===== src/rtl/rc_packet_differential_drive_top_macros.svh =====
// ----------------------------------------------------------------------------
// Assertion macros for the RC packet differential drive block
// Concurrent checks on aclk, disabled while aresetn is low.
// ----------------------------------------------------------------------------
`ifndef RC_PACKET_DIFFERENTIAL_DRIVE_TOP_MACROS_SVH
`define RC_PACKET_DIFFERENTIAL_DRIVE_TOP_MACROS_SVH

`ifndef NO_ASSERTIONS

// antecedent and consequent in the same cycle
`define RCDD_ASSERT_SAME(lbl, ante, cons) \
    lbl: assert property (@(posedge aclk) disable iff (!aresetn) (ante) |-> (cons)) \
        else $error("rcdd: same-cycle check failed");

// consequent in the cycle after the antecedent
`define RCDD_ASSERT_NEXT(lbl, ante, cons) \
    lbl: assert property (@(posedge aclk) disable iff (!aresetn) (ante) |=> (cons)) \
        else $error("rcdd: next-cycle check failed");

`else

`define RCDD_ASSERT_SAME(lbl, ante, cons)
`define RCDD_ASSERT_NEXT(lbl, ante, cons)

`endif

`endif


===== src/rtl/rcdd_pkg.sv =====
// ----------------------------------------------------------------------------
// rcdd_pkg
// Types, codes and constants shared by the RC packet differential drive block.
// ----------------------------------------------------------------------------
package rcdd_pkg;

    // packet headers
    localparam logic [7:0] HDR_CMD_A = 8'hBB;
    localparam logic [7:0] HDR_CMD_B = 8'hBA;
    localparam logic [7:0] HDR_JOY   = 8'hAA;

    // commands (bit 0 of the command byte is ignored)
    localparam logic [7:0] CMD_MASK        = 8'hFE;
    localparam logic [7:0] CMD_FIRST_SERVO = 8'd30;
    localparam logic [7:0] CMD_SECOND_SERVO = 8'd40;
    localparam logic [7:0] CMD_HEADLIGHT   = 8'd20;
    localparam logic [7:0] CMD_LED         = 8'd10;

    // configuration register indexes
    localparam logic [1:0] CFG_DEBOUNCE     = 2'd0;
    localparam logic [1:0] CFG_STEER_FORCE  = 2'd1;
    localparam logic [1:0] CFG_THROTTLE_MAX = 2'd2;

    localparam logic [15:0] DEBOUNCE_RST     = 16'd200;
    localparam logic [8:0]  STEER_FORCE_RST  = 9'd150;
    localparam logic [10:0] THROTTLE_MAX_RST = 11'd1300;

    typedef enum logic [1:0] {
        KIND_IGNORED  = 2'd0,
        KIND_COMMAND  = 2'd1,
        KIND_JOYSTICK = 2'd2
    } packet_kind_t;

    // servo angles
    localparam logic [7:0] ANGLE_MIN  = 8'd0;
    localparam logic [7:0] ANGLE_STEP = 8'd30;
    localparam logic [7:0] ANGLE_MID  = 8'd90;
    localparam logic [7:0] ANGLE_MAX  = 8'd180;

    // motor pulse limits and stick map
    localparam logic [10:0] PULSE_MIN = 11'd1000;
    localparam logic [10:0] PULSE_MAX = 11'd2000;
    localparam logic [7:0]  Y_DEAD    = 8'd18;
    localparam logic [7:0]  X_DEAD    = 8'd27;
    localparam logic [7:0]  STICK_TOP = 8'd62;

    // floor(p/44) = (p*THR_RECIP) >> THR_SHIFT for p <= 44000
    localparam logic [15:0] THR_RECIP   = 16'd47663;
    localparam int          THR_SHIFT   = 21;
    // floor(p/35) = (p*STEER_RECIP) >> STEER_SHIFT for p <= 17885
    localparam logic [14:0] STEER_RECIP = 15'd29960;
    localparam int          STEER_SHIFT = 20;

    typedef struct packed {
        logic [15:0] throttle;   // (y - 18) * (tmax - 1000)
        logic [14:0] steer;      // (x - 27) * steer force
    } drive_prod_t;

    typedef struct packed {
        logic [10:0] right;
        logic [10:0] left;
    } drive_out_t;

    typedef struct packed {
        logic [11:0] first_pulse;
        logic [11:0] second_pulse;
        logic        headlight;
        logic        led;
        logic        unknown;
    } cmd_out_t;

    function automatic logic [10:0] sat_tmax(input logic [10:0] t);
        logic [10:0] r;
        r = t;
        if (t < PULSE_MIN) r = PULSE_MIN;
        if (t > PULSE_MAX) r = PULSE_MAX;
        return r;
    endfunction

    // 500 + 2000*angle/180 for the angles the servos can reach
    function automatic logic [11:0] servo_pulse(input logic [7:0] angle);
        logic [11:0] r;
        case (angle)
            8'd0:    r = 12'd500;
            8'd30:   r = 12'd833;
            8'd60:   r = 12'd1166;
            8'd90:   r = 12'd1500;
            8'd120:  r = 12'd1833;
            8'd150:  r = 12'd2166;
            8'd180:  r = 12'd2500;
            default: r = 12'd500;
        endcase
        return r;
    endfunction

endpackage


===== src/rtl/rcdd_drive_pre.sv =====
// ----------------------------------------------------------------------------
// rcdd_drive_pre
// Stick deadzone/clip and the two scaling products, ahead of the input register.
// ----------------------------------------------------------------------------
module rcdd_drive_pre
    import rcdd_pkg::*;
(
    input  logic [7:0]  stick_x,
    input  logic [7:0]  stick_y,
    input  logic [8:0]  steer_force,
    input  logic [10:0] throttle_max,
    output drive_prod_t prod
);

    logic [10:0] tmax;
    logic [9:0]  span;
    logic [7:0]  y_clip;
    logic [7:0]  x_clip;
    logic [5:0]  dy;
    logic [5:0]  dx;

    always_comb begin
        tmax   = sat_tmax(throttle_max);
        span   = 10'(tmax - PULSE_MIN);
        y_clip = (stick_y > STICK_TOP) ? STICK_TOP : stick_y;
        x_clip = (stick_x > STICK_TOP) ? STICK_TOP : stick_x;
        // inside the deadzone the product is zero, which maps to 1000 / no steering
        dy     = (stick_y > Y_DEAD) ? 6'(y_clip - Y_DEAD) : 6'd0;
        dx     = (stick_x > X_DEAD) ? 6'(x_clip - X_DEAD) : 6'd0;
        prod.throttle = 16'(dy) * 16'(span);
        prod.steer    = 15'(dx) * 15'(steer_force);
    end

endmodule


===== src/rtl/rcdd_drive_mix.sv =====
// ----------------------------------------------------------------------------
// rcdd_drive_mix
// Divides the scaled products, mixes throttle and steering, holds motor pulses.
// ----------------------------------------------------------------------------
module rcdd_drive_mix
    import rcdd_pkg::*;
(
    input  logic        aclk,
    input  logic        aresetn,
    input  logic        fire,
    input  logic        joystick,
    input  drive_prod_t prod,
    input  logic [10:0] throttle_max,
    output drive_out_t  drive
);

    logic [10:0] right_hold_reg;
    logic [10:0] left_hold_reg;

    logic [10:0] tmax;
    logic [31:0] thr_mul;
    logic [29:0] steer_mul;
    logic [10:0] throttle;
    logic [8:0]  steer;
    logic [11:0] right_sum;
    logic [10:0] right_new;
    logic [10:0] left_new;

    always_comb begin
        tmax      = sat_tmax(throttle_max);
        thr_mul   = 32'(prod.throttle) * 32'(THR_RECIP);
        steer_mul = 30'(prod.steer) * 30'(STEER_RECIP);
        throttle  = PULSE_MIN + thr_mul[THR_SHIFT +: 11];
        steer     = (throttle == PULSE_MIN) ? 9'd0 : steer_mul[STEER_SHIFT +: 9];
        right_sum = 12'(throttle) + 12'(steer);
        right_new = (right_sum > 12'(tmax)) ? tmax : right_sum[10:0];
        // throttle never exceeds tmax, so only the low clamp matters on the left
        left_new  = (12'(throttle) >= 12'(steer) + 12'(PULSE_MIN)) ?
                    11'(throttle - 11'(steer)) : PULSE_MIN;
        drive.right = joystick ? right_new : right_hold_reg;
        drive.left  = joystick ? left_new  : left_hold_reg;
    end

    always_ff @(posedge aclk) begin
        if (!aresetn) begin
            right_hold_reg <= PULSE_MIN;
            left_hold_reg  <= PULSE_MIN;
        end else if (fire && joystick) begin
            right_hold_reg <= right_new;
            left_hold_reg  <= left_new;
        end
    end

endmodule


===== src/rtl/rcdd_cmd.sv =====
// ----------------------------------------------------------------------------
// rcdd_cmd
// Command decoder: servo step cycles and debounced light toggles.
// ----------------------------------------------------------------------------
module rcdd_cmd
    import rcdd_pkg::*;
#(
    parameter int TIME_BITS = 32
) (
    input  logic                 aclk,
    input  logic                 aresetn,
    input  logic                 fire,
    input  logic                 is_cmd,
    input  logic [7:0]           cmd_byte,
    input  logic [TIME_BITS-1:0] now_ms,
    input  logic [15:0]          debounce_ms,
    output cmd_out_t             status
);

    logic [7:0]           first_angle_reg, first_angle_next;
    logic [7:0]           second_angle_reg, second_angle_next;
    logic [TIME_BITS-1:0] headlight_stamp_reg, headlight_stamp_next;
    logic [TIME_BITS-1:0] led_stamp_reg, led_stamp_next;
    logic                 headlight_reg, headlight_next;
    logic                 led_reg, led_next;

    logic [7:0]           cmd;
    logic [TIME_BITS-1:0] headlight_age;
    logic [TIME_BITS-1:0] led_age;
    logic                 headlight_ok;
    logic                 led_ok;
    logic                 unknown;

    always_comb begin
        cmd           = cmd_byte & CMD_MASK;
        // elapsed time wraps with the counter
        headlight_age = now_ms - headlight_stamp_reg;
        led_age       = now_ms - led_stamp_reg;
        headlight_ok  = headlight_age >= TIME_BITS'(debounce_ms);
        led_ok        = led_age >= TIME_BITS'(debounce_ms);

        first_angle_next     = first_angle_reg;
        second_angle_next    = second_angle_reg;
        headlight_stamp_next = headlight_stamp_reg;
        led_stamp_next       = led_stamp_reg;
        headlight_next       = headlight_reg;
        led_next             = led_reg;
        unknown              = 1'b0;

        if (is_cmd) begin
            case (cmd)
                CMD_FIRST_SERVO: begin
                    first_angle_next = (first_angle_reg > ANGLE_MID) ?
                                       first_angle_reg - ANGLE_STEP : ANGLE_MAX;
                end
                CMD_SECOND_SERVO: begin
                    second_angle_next = (second_angle_reg < ANGLE_MID) ?
                                        second_angle_reg + ANGLE_STEP : ANGLE_MIN;
                end
                CMD_HEADLIGHT: begin
                    if (headlight_ok) begin
                        headlight_next       = !headlight_reg;
                        headlight_stamp_next = now_ms;
                    end
                end
                CMD_LED: begin
                    if (led_ok) begin
                        led_next       = !led_reg;
                        led_stamp_next = now_ms;
                    end
                end
                default: begin
                    unknown = 1'b1;
                end
            endcase
        end

        status.first_pulse  = servo_pulse(first_angle_next);
        status.second_pulse = servo_pulse(second_angle_next);
        status.headlight    = headlight_next;
        status.led          = led_next;
        status.unknown      = unknown;
    end

    always_ff @(posedge aclk) begin
        if (!aresetn) begin
            first_angle_reg     <= ANGLE_MAX;
            second_angle_reg    <= ANGLE_MIN;
            headlight_stamp_reg <= '0;
            led_stamp_reg       <= '0;
            headlight_reg       <= 1'b0;
            led_reg             <= 1'b0;
        end else if (fire) begin
            first_angle_reg     <= first_angle_next;
            second_angle_reg    <= second_angle_next;
            headlight_stamp_reg <= headlight_stamp_next;
            led_stamp_reg       <= led_stamp_next;
            headlight_reg       <= headlight_next;
            led_reg             <= led_next;
        end
    end

endmodule


===== src/rtl/rc_packet_differential_drive_top.sv =====
// ----------------------------------------------------------------------------
// rc_packet_differential_drive_top
// Radio packet decoder for a differential-drive boat: servos, lights, motors.
//
//   port group   dir   content
//   s_*          in    packet: tuser header, tdata X/cmd, Y, now_ms
//   m_*          out   actuator levels, tuser packet kind and unknown flag
//   cfg_*        in    register writes: debounce, steering force, throttle max
//
// One packet per cycle sustained while m_tready is high. From the input
// transaction to m_tvalid: input register, then decode/mix into the result
// register. The two products are formed before the input register; the
// constant divisions and the mix sit between the input and result registers.
// Reset is synchronous (aresetn low); data registers are not reset, all other
// state is. A stall on m_tready holds the result and backs up s_tready.
// ----------------------------------------------------------------------------
`include "rc_packet_differential_drive_top_macros.svh"

module rc_packet_differential_drive_top
    import rcdd_pkg::*;
#(
    parameter int TIME_BITS = 32
) (
    input  logic                 aclk,
    input  logic                 aresetn,

    input  logic                 s_tvalid,
    output logic                 s_tready,
    // payload_first[7:0], payload_second[15:8], now_ms[TIME_BITS+15:16], zero fill
    input  logic [((16+TIME_BITS+7)/8)*8-1:0] s_tdata,
    // header[7:0]
    input  logic [7:0]           s_tuser,

    output logic                 m_tvalid,
    input  logic                 m_tready,
    // right_esc_us[10:0], left_esc_us[21:11], first_servo_us[33:22],
    // second_servo_us[45:34], headlight_on[46], led_on[47]
    output logic [47:0]          m_tdata,
    // packet_kind[1:0], unknown_command[2]
    output logic [2:0]           m_tuser,

    input  logic                 cfg_valid,
    output logic                 cfg_ready,
    input  logic [1:0]           cfg_index,
    input  logic [15:0]          cfg_data
);

    // configuration
    logic [15:0] debounce_reg;
    logic [8:0]  steer_force_reg;
    logic [10:0] throttle_max_reg;

    always_ff @(posedge aclk) begin
        if (!aresetn) begin
            debounce_reg     <= DEBOUNCE_RST;
            steer_force_reg  <= STEER_FORCE_RST;
            throttle_max_reg <= THROTTLE_MAX_RST;
        end else if (cfg_valid) begin
            case (cfg_index)
                CFG_DEBOUNCE:     debounce_reg     <= cfg_data;
                CFG_STEER_FORCE:  steer_force_reg  <= cfg_data[8:0];
                CFG_THROTTLE_MAX: throttle_max_reg <= cfg_data[10:0];
                default: ;
            endcase
        end
    end

    assign cfg_ready = 1'b1;

    // input register
    logic                 in_valid_reg, in_valid_next;
    logic [7:0]           header_reg;
    logic [7:0]           first_reg;
    logic [TIME_BITS-1:0] now_reg;
    drive_prod_t          prod_reg;
    drive_prod_t          prod_in;

    logic out_valid_reg, out_valid_next;
    logic out_free;
    logic fire;
    logic s_fire;

    assign out_free = !out_valid_reg || m_tready;
    assign fire     = in_valid_reg && out_free;
    assign s_tready = !in_valid_reg || out_free;
    assign s_fire   = s_tvalid && s_tready;

    rcdd_drive_pre u_drive_pre (
        .stick_x      (s_tdata[7:0]),
        .stick_y      (s_tdata[15:8]),
        .steer_force  (steer_force_reg),
        .throttle_max (throttle_max_reg),
        .prod         (prod_in)
    );

    always_comb begin
        in_valid_next = in_valid_reg;
        if (s_fire) begin
            in_valid_next = 1'b1;
        end else if (fire) begin
            in_valid_next = 1'b0;
        end
    end

    always_ff @(posedge aclk) begin
        if (!aresetn) begin
            in_valid_reg <= 1'b0;
        end else begin
            in_valid_reg <= in_valid_next;
        end
    end

    always_ff @(posedge aclk) begin
        if (s_fire) begin
            header_reg <= s_tuser;
            first_reg  <= s_tdata[7:0];
            now_reg    <= s_tdata[16 +: TIME_BITS];
            prod_reg   <= prod_in;
        end
    end

    // decode
    logic         is_cmd;
    logic         is_joy;
    packet_kind_t kind;

    always_comb begin
        is_cmd = (header_reg == HDR_CMD_A) || (header_reg == HDR_CMD_B);
        is_joy = (header_reg == HDR_JOY);
        if (is_cmd) begin
            kind = KIND_COMMAND;
        end else if (is_joy) begin
            kind = KIND_JOYSTICK;
        end else begin
            kind = KIND_IGNORED;
        end
    end

    cmd_out_t   cmd_status;
    drive_out_t drive;

    rcdd_cmd #(
        .TIME_BITS (TIME_BITS)
    ) u_cmd (
        .aclk        (aclk),
        .aresetn     (aresetn),
        .fire        (fire),
        .is_cmd      (is_cmd),
        .cmd_byte    (first_reg),
        .now_ms      (now_reg),
        .debounce_ms (debounce_reg),
        .status      (cmd_status)
    );

    rcdd_drive_mix u_drive_mix (
        .aclk         (aclk),
        .aresetn      (aresetn),
        .fire         (fire),
        .joystick     (is_joy),
        .prod         (prod_reg),
        .throttle_max (throttle_max_reg),
        .drive        (drive)
    );

    // result register
    logic [47:0] m_tdata_reg;
    logic [2:0]  m_tuser_reg;

    always_comb begin
        out_valid_next = out_valid_reg;
        if (fire) begin
            out_valid_next = 1'b1;
        end else if (m_tready) begin
            out_valid_next = 1'b0;
        end
    end

    always_ff @(posedge aclk) begin
        if (!aresetn) begin
            out_valid_reg <= 1'b0;
        end else begin
            out_valid_reg <= out_valid_next;
        end
    end

    always_ff @(posedge aclk) begin
        if (fire) begin
            m_tdata_reg <= {cmd_status.led, cmd_status.headlight,
                            cmd_status.second_pulse, cmd_status.first_pulse,
                            drive.left, drive.right};
            m_tuser_reg <= {cmd_status.unknown, kind};
        end
    end

    assign m_tvalid = out_valid_reg;
    assign m_tdata  = m_tdata_reg;
    assign m_tuser  = m_tuser_reg;

    // a held item is never dropped while the result side is blocked
    `RCDD_ASSERT_NEXT(a_in_held, in_valid_reg && !out_free, in_valid_reg)
    // every processed item shows up as a result in the next cycle
    `RCDD_ASSERT_NEXT(a_fire_result, fire, out_valid_reg)
    // a full input register with a blocked result side takes nothing new
    `RCDD_ASSERT_SAME(a_no_overrun, in_valid_reg && !out_free, !s_tready)
    // the unknown flag only ever comes with a command packet
    `RCDD_ASSERT_NEXT(a_unknown_cmd, fire && !is_cmd, !m_tuser_reg[2])

endmodule


===== config.mk =====
export PLATFORM = sky130hd
export DESIGN_NAME = rc_packet_differential_drive_top
export DESIGN_NICKNAME = d
export VERILOG_FILES = /design/src/rtl/rcdd_pkg.sv /design/src/rtl/rcdd_drive_pre.sv /design/src/rtl/rcdd_drive_mix.sv /design/src/rtl/rcdd_cmd.sv /design/src/rtl/rc_packet_differential_drive_top.sv
export VERILOG_INCLUDE_DIRS = /design/src /design/src/rtl
export SDC_FILE = /design/constraint.sdc
export NUM_CORES = 1
export LEC_CHECK = 0
export BUFFER_PORTS_ARGS = -buffer_cell sky130_fd_sc_hd__buf_2
export CAP_MARGIN = 20
export CORE_MARGIN = 2
export CORE_UTILIZATION = 65
export DETAILED_ROUTE_END_ITERATION = 7
export HOLD_SLACK_MARGIN = 0.12
export PLACE_DENSITY = 0.84
export RECOVER_POWER = 100
export SYNTH_ARGS = -nofsm -noshare
export SYNTH_HDL_FRONTEND = slang
export SYNTH_HIERARCHICAL = 1
export SYNTH_SLANG_ARGS = --single-unit

===== constraint.sdc =====
create_clock -name aclk -period 21.3 [get_ports aclk]
set_clock_uncertainty 0.05 [all_clocks]
set_input_delay 1.065 -clock aclk [delete_from_list [all_inputs] [get_ports aclk]]
set_output_delay 1.065 -clock aclk [all_outputs]
set_load 0.1 [all_outputs]

==> results of run 1 <==
-- worst reg2reg max path, delay by kind of cell (launching register included) --
kind            cells  cell delay, ps
fa+ha+maj          10            4380
flops               1             600
simple gates       11            2080
buf+inv             9            1080
mux                 3             990
xor+xnor            1             190
compound gates     11            3760
-- layer usage --
metal,track usage [%],vias to the layer above
met5,0,-
met4,8.866,0
met3,4.383,167
met2,50.77,888
met1,40.53,11140
li1,-,10870
-- cell type report --
type	count	area (sq um)
flip-flops and latches	271	6716
multi-input cells	2304	19700
repair buffers	140	618.1
clock buffers	44	895.9
diodes	2	5.005
well taps	585	732.0
fillers	3333	12930
inverters	443	1663
clock inverters	12	107.6
-- stage by stage --
stage / area, sq um / cells / hold slack (ps)
floorplan: 28690 / 3116 / 357.0
global placement: 29620 / 3742 / 368.9
detailed placement: 29620 / 3742 / 374.5
CTS: 30620 / 3798 / 382.5
global route: 30430 / 3799 / 402.9
finish: 30430 / 3801 / 382.0
-- worst max-delay path by stage --
stage,endpoint,startpoint,slack [ps]
detailed placement,m_tdata[8],prod_reg[21],9030
global placement,m_tdata[6],prod_reg[19],9450
CTS,m_tdata[8],prod_reg[21],8950
finish,m_tdata[8],prod_reg[19],7920
floorplan,m_tdata[3],prod_reg[19],10300
global route,m_tdata[8],prod_reg[19],7240
-- placed cells by master, fill, tap and decap left out, drive strengths merged, types with 36 or more instances in the layout --
cell type / n
xnor2: 69
dfxtp: 142
o21ai: 106
nand2: 315
nand4: 36
inv: 447
nand3: 57
edfxtp: 129
a21oi: 168
nand2b: 37
fa: 204
xor2: 50
and2: 48
buf: 71
nor3: 48
mux2i: 109
nor2: 180
a21o: 50
clkbuf: 113
ha: 390
==> implementation parameters, run 1 <==
Parameter                              Value

Finish
  Share of the core filled with cells in the final layout ... 70.18%
  Layout cell share with drive strength beyond 1 ... 6.534%
  Number of flip-flops under the largest register name ... 48
  Net count, final ... 3,863
  Relative area change from synthesis to final layout ... 6.061%

Setup path
  Setup slack of the worst register-to-register path ... 7920 ps
  Worst path most repeated cell ... inv_1
  Worst EP required ... 21,560 ps
  Stage delay of the slowest cell on the critical path ... 1220 ps
  Startpoint of the worst register-to-register path ... prod_reg[19]
  Family with the most delay on the worst path ... adder cells
  Crit start category ... register
  Critical R2R Capture ... m_tdata[8]
  Cell type of the slowest stage on the worst timing path ... a221oi_1
  Worst reg2reg path depth ... 45
  Top fanout value on the critical path ... 14
  Crit Path Category ... register to register
  WP buf/inv ... 9
  CP Data Arrival Time ... 13,640 ps
  Number of logic stages on the critical path including buffering ... 45
  Crit path capture type ... register

Routing
  Total routed wire length on the met1 layer ... 30.15 mm
  Via density ... 6.069
  Initial DRC Count ... 1,670
  TritonRoute pass-1 iters ... 6
  DRC viols ... 0
  Number of antenna-violating nets in the routed design ... 0
  Routed met2 length ... 33.16 mm
  Routed wire length ... 70.04 mm
  Average wire per cell in the routed design ... 18.43 um
  Top Metal Used ... met4
  Routed via count ... 23,070
  Met3 WL post-DR ... 4.821 mm

Timing
  Total Negative Setup Slacks ... 0 ps
  Maximum clock frequency ... 74.74 MHz
  RSZ-0062 raised after global routing ... false
  Final clock period utilization by the worst path ... 62.82%
  Setup Viol. Count Final ... 0
  Transition time at the pin with the least slew margin ... 3973 ps
  Period minus WS final ... 13,380 ps
  Max Transition Viols Final ... 388
  Hold violation count in the final report ... 0
  Worst slew slack as a fraction of its limit ... -164.9%
  Min setup slack post-route ... 7920 ps

Clock tree
  Number of H-tree branching levels ... 1
  CTS tree ... yes
  Clock transition at the registers of the reported paths ... 60 ps
  Clock Latency Late Sink ... 580 ps
  Number of buffers added to fix hold violations after cts ... 0
  Root buffer selected by CTS ... clkbuf_16
  Quantity of gates resized following cts ... 0
  CTS Sinks ... 271
  CTS Buf Count ... 30
  Max Buffers Root-to-Sink ... 3
  Post-CTS Setup Repair Bufs ... 0

Floorplan
  Number of placement rows ... 76
  Die Area ... 45,840 sq um
  I/O pin cnt ... 133
  Die Height ... 214.1 um
  Chip width ... 214.1 um
  Core box area ... 43,360 sq um
  Starting Density ... 66.17%

Placement
  Routability-driven placement congestion ratio ... 0.9493
  Worst slack, placed ... 9026 ps
  Detailed Place HPWL ... 55.41 mm
  Port-buffer cells ... 131

Synthesis
  Mapped Avg Cell Area ... 9.209 sq um
  Post-synthesis cell count ... 3,116
  Number of nets produced by synthesis ... 3,789
  Total of warnings raised by yosys ... 6
  Netlist area before placement ... 28,690 sq um

Global route
  First-pass GRT wire length ... 114.4 mm
  Number of antenna violations at the first check in global routing ... 1
  Number of global-route vias before repair ... 23,090
  Maximum number of pins on one net before global-route repair ... 97
  Total routing resource utilization after global routing ... 30.16%
  Total grt overflow ... 0

Job
  MaxCap Viol Count ... 6

Hold path
  Min-Delay Startpoint ... u_cmd/second_angle_reg[0]
  Capture endpoint of the worst hold path ... u_cmd/second_angle_reg[0]
  Number of instances on the worst hold path ... 2
  Hold Path Class ... register to register

Outcome
  Outcome ... finished with violations
  Violations in the final reports ... max-capacitance violations, max-slew violations
Power of run 1 is not shown: default switching activity piles up to over one toggle a cycle in this logic, so the estimate is an artifact.
==> run 2, diff against run 1 <==
Settings changed: ABC_AREA set to 1, CORE_UTILIZATION 65 to 58, PLACE_DENSITY 0.84 to 0.79.
Clock period 21.3 ns to 11.15 ns, I/O delays scaled along.
==> implementation parameters, run 2 <==
Parameter                              Value

Outcome
  Outcome ... finished with violations
  Violations in the final reports ... max-capacitance violations, max-slew violations

Timing
  Min setup slack post-route ... 1136 ps (-6785 ps)
  Worst slew slack as a fraction of its limit ... -253.2% (-88 points)
  Setup Viol. Count Final ... 0 (unchanged)
  RSZ-0062 raised after global routing ... false
  Period minus WS final ... 10,010 ps (-3365 ps)
  Transition time at the pin with the least slew margin ... 5299 ps (+1326 ps)
  Final clock period utilization by the worst path ... 89.82% (+27 points)
  Max Transition Viols Final ... 409 (+5.4%)
  Maximum clock frequency ... 99.86 MHz (+34%)
  Hold violation count in the final report ... 0 (unchanged)
  Total Negative Setup Slacks ... 0 ps (unchanged)

Clock tree
  CTS Sinks ... 271 (unchanged)
  Number of H-tree branching levels ... 1 (unchanged)
  Quantity of gates resized following cts ... 0 (unchanged)
  CTS tree ... yes
  Max Buffers Root-to-Sink ... 3 (unchanged)
  Root buffer selected by CTS ... clkbuf_16
  Clock Latency Late Sink ... 580 ps (about the same)
  Clock transition at the registers of the reported paths ... 70 ps (about the same)
  CTS Buf Count ... 30 (unchanged)

Routing
  Number of antenna-violating nets in the routed design ... 0 (unchanged)
  DRC viols ... 0 (unchanged)
  Via density ... 5.200 (-14%)
  Average wire per cell in the routed design ... 14.35 um (-22%)
  TritonRoute pass-1 iters ... 6 (unchanged)
  Routed wire length ... 76.37 mm (+9.0%)
  Initial DRC Count ... 2,115 (+27%)
  Routed via count ... 27,670 (+20%)

Placement
  Detailed Place HPWL ... 60.90 mm (+9.9%)
  Number of placed instances with taps included ... 5,224 (+40%)
  Placed inst area ... 32,490 sq um (+9.7%)
  Worst slack, placed ... 1324 ps (-7702 ps)
  Port-buffer cells ... 131 (unchanged)
  Routability-driven placement congestion ratio ... 0.9683 (+2.0%)

Synthesis
  Number of nets produced by synthesis ... 5,130 (+35%)
  Netlist area before placement ... 31,240 sq um (+8.9%)
  Post-synthesis cell count ... 4,457 (+43%)
  Total of warnings raised by yosys ... 6 (unchanged)
  Mapped Avg Cell Area ... 7.010 sq um (-24%)

Hold path
  Min-Delay Startpoint ... s_tvalid
  Capture endpoint of the worst hold path ... in_valid_reg
  Number of instances on the worst hold path ... 3 (+1)
  Hold Path Class ... input port to register

Global route
  Met2 demand-to-capacity share in global routing ... 45.45% (-5.3 points)
  Met3 usage in global routing ... 3.324% (-1.1 points)
  Total routing resource utilization after global routing ... 27.74% (-2.4 points)
  Total grt overflow ... 0 (unchanged)
  Number of antenna violations at the first check in global routing ... 1 (unchanged)
  Number of global-route vias before repair ... 26,560 (+15%)
  Met1 GRT Util ... 39.12% (-1.4 points)
  First-pass GRT wire length ... 127.1 mm (+11%)
  Global routing's busiest layer ... met2
  Maximum number of pins on one net before global-route repair ... 107 (+10%)

Finish
  Number of flip-flops under the largest register name ... 48 (unchanged)
  Relative area change from synthesis to final layout ... 8.113%
  Number of diodes added for antenna fixing ... 0 (-2)
  Layout cell share with drive strength beyond 1 ... 5.038% (-1.5 points)
  FF+latch area ... 6716 sq um (unchanged)
  Fillcell total ... 4,825 (+45%)
  Net count, final ... 5,274 (+37%)
  Final std cells w/o fill ... 5,321 (+40%)
  Commonest cells after routing, fill and taps aside ... nand2_1 (1,215), inv_1 (1,002), nor2_1 (456)
  Leading cell type in the layout, fill and taps excluded ... nand2_1
  Multi-input combinational cell area ... 20,250 sq um (+2.8%)
  Final std cell area, no fill ... 33,780 sq um (+11%)

Setup path
  Top fanout value on the critical path ... 14 (unchanged)
  Crit start category ... register
  Worst path most repeated cell ... nand2_1
  Worst EP required ... 11,440 ps (-10,120 ps)
  Crit Path Category ... register to register
  Startpoint of the worst register-to-register path ... prod_reg[19]
  Setup slack of the worst register-to-register path ... 1140 ps (-6780 ps)
  CP Data Arrival Time ... 10,300 ps (-3340 ps)
  Crit path capture type ... register
  Stage delay of the slowest cell on the critical path ... 620 ps (-600 ps)
  Worst reg2reg path depth ... 55 (+22%)
  Critical R2R Capture ... m_tdata[6]
  Cell type of the slowest stage on the worst timing path ... edfxtp_1

Floorplan
  Number of placement rows ... 85 (+12%)
  Chip width ... 236.1 um (+10%)
  Starting Density ... 58.41% (-7.8 points)
  I/O pin cnt ... 133 (unchanged)
  Die Height ... 236.1 um (+10%)
  Core box area ... 53,500 sq um (+23%)
  Die Area ... 55,740 sq um (+22%)

Job
  MaxCap Viol Count ... 6 (unchanged)
-- run 2: worst max-delay path, delay by kind of cell, from the launching register on --
kind | cells | cell delay [ps]
adder cells (fa/ha/maj) | 10 | 4390
AND/OR/NAND/NOR | 29 | 2840
AO/OA/AOI/OAI | 6 | 1130
buffers and inverters | 10 | 740
flip-flops | 1 | 620
-- run 2: worst max path at each step --
| stage | startpoint | end | slack [ps] |
|---|---|---|---|
| after floorplan | prod_reg[19] | m_tdata[7] | 2120 |
| after global placement | prod_reg[19] | m_tdata[10] | 1570 |
| after detailed placement | prod_reg[19] | m_tdata[7] | 1320 |
| after CTS | prod_reg[19] | m_tdata[7] | 1280 |
| after global routing | prod_reg[19] | m_tdata[9] | 270 |
| final | prod_reg[19] | m_tdata[6] | 1140 |
-- run 2: per-layer routing --
metal / part of all wire (%) / wire length [um] / vias to the layer above
li1: - / - / 13980
met1: 46 / 35170 / 12690
met2: 45 / 34140 / 867
met3: 6.9 / 5242 / 131
met4: 2.4 / 1822 / 0
met5: 0 / 0 / -
-- run 2: final cells by class --
class                      instances  area share [%]
inverter                        1026           11.40
clock inverter                    20          0.7667
sequential                       271           19.88
clock buffer                      36           2.411
tap                              696           2.578
multi-input combinational       3093           59.95
timing repair buffer             179           3.008
-- run 2: through the flow --
stage               utilization [%]  hold slack [ps]
floorplan                         -            378.7
global placement              60.73            390.8
detailed placement            60.73            395.3
CTS                           63.47            120.1
global route                  63.15            159.1
finish                        63.15            178.3
-- run 2: repair_timing --
action,in CTS,in global routing
hold buffers,39,0
buffers inserted,0,0
endpoints found under the hold margin,39,0
Power of run 2 is left out for the same reason.
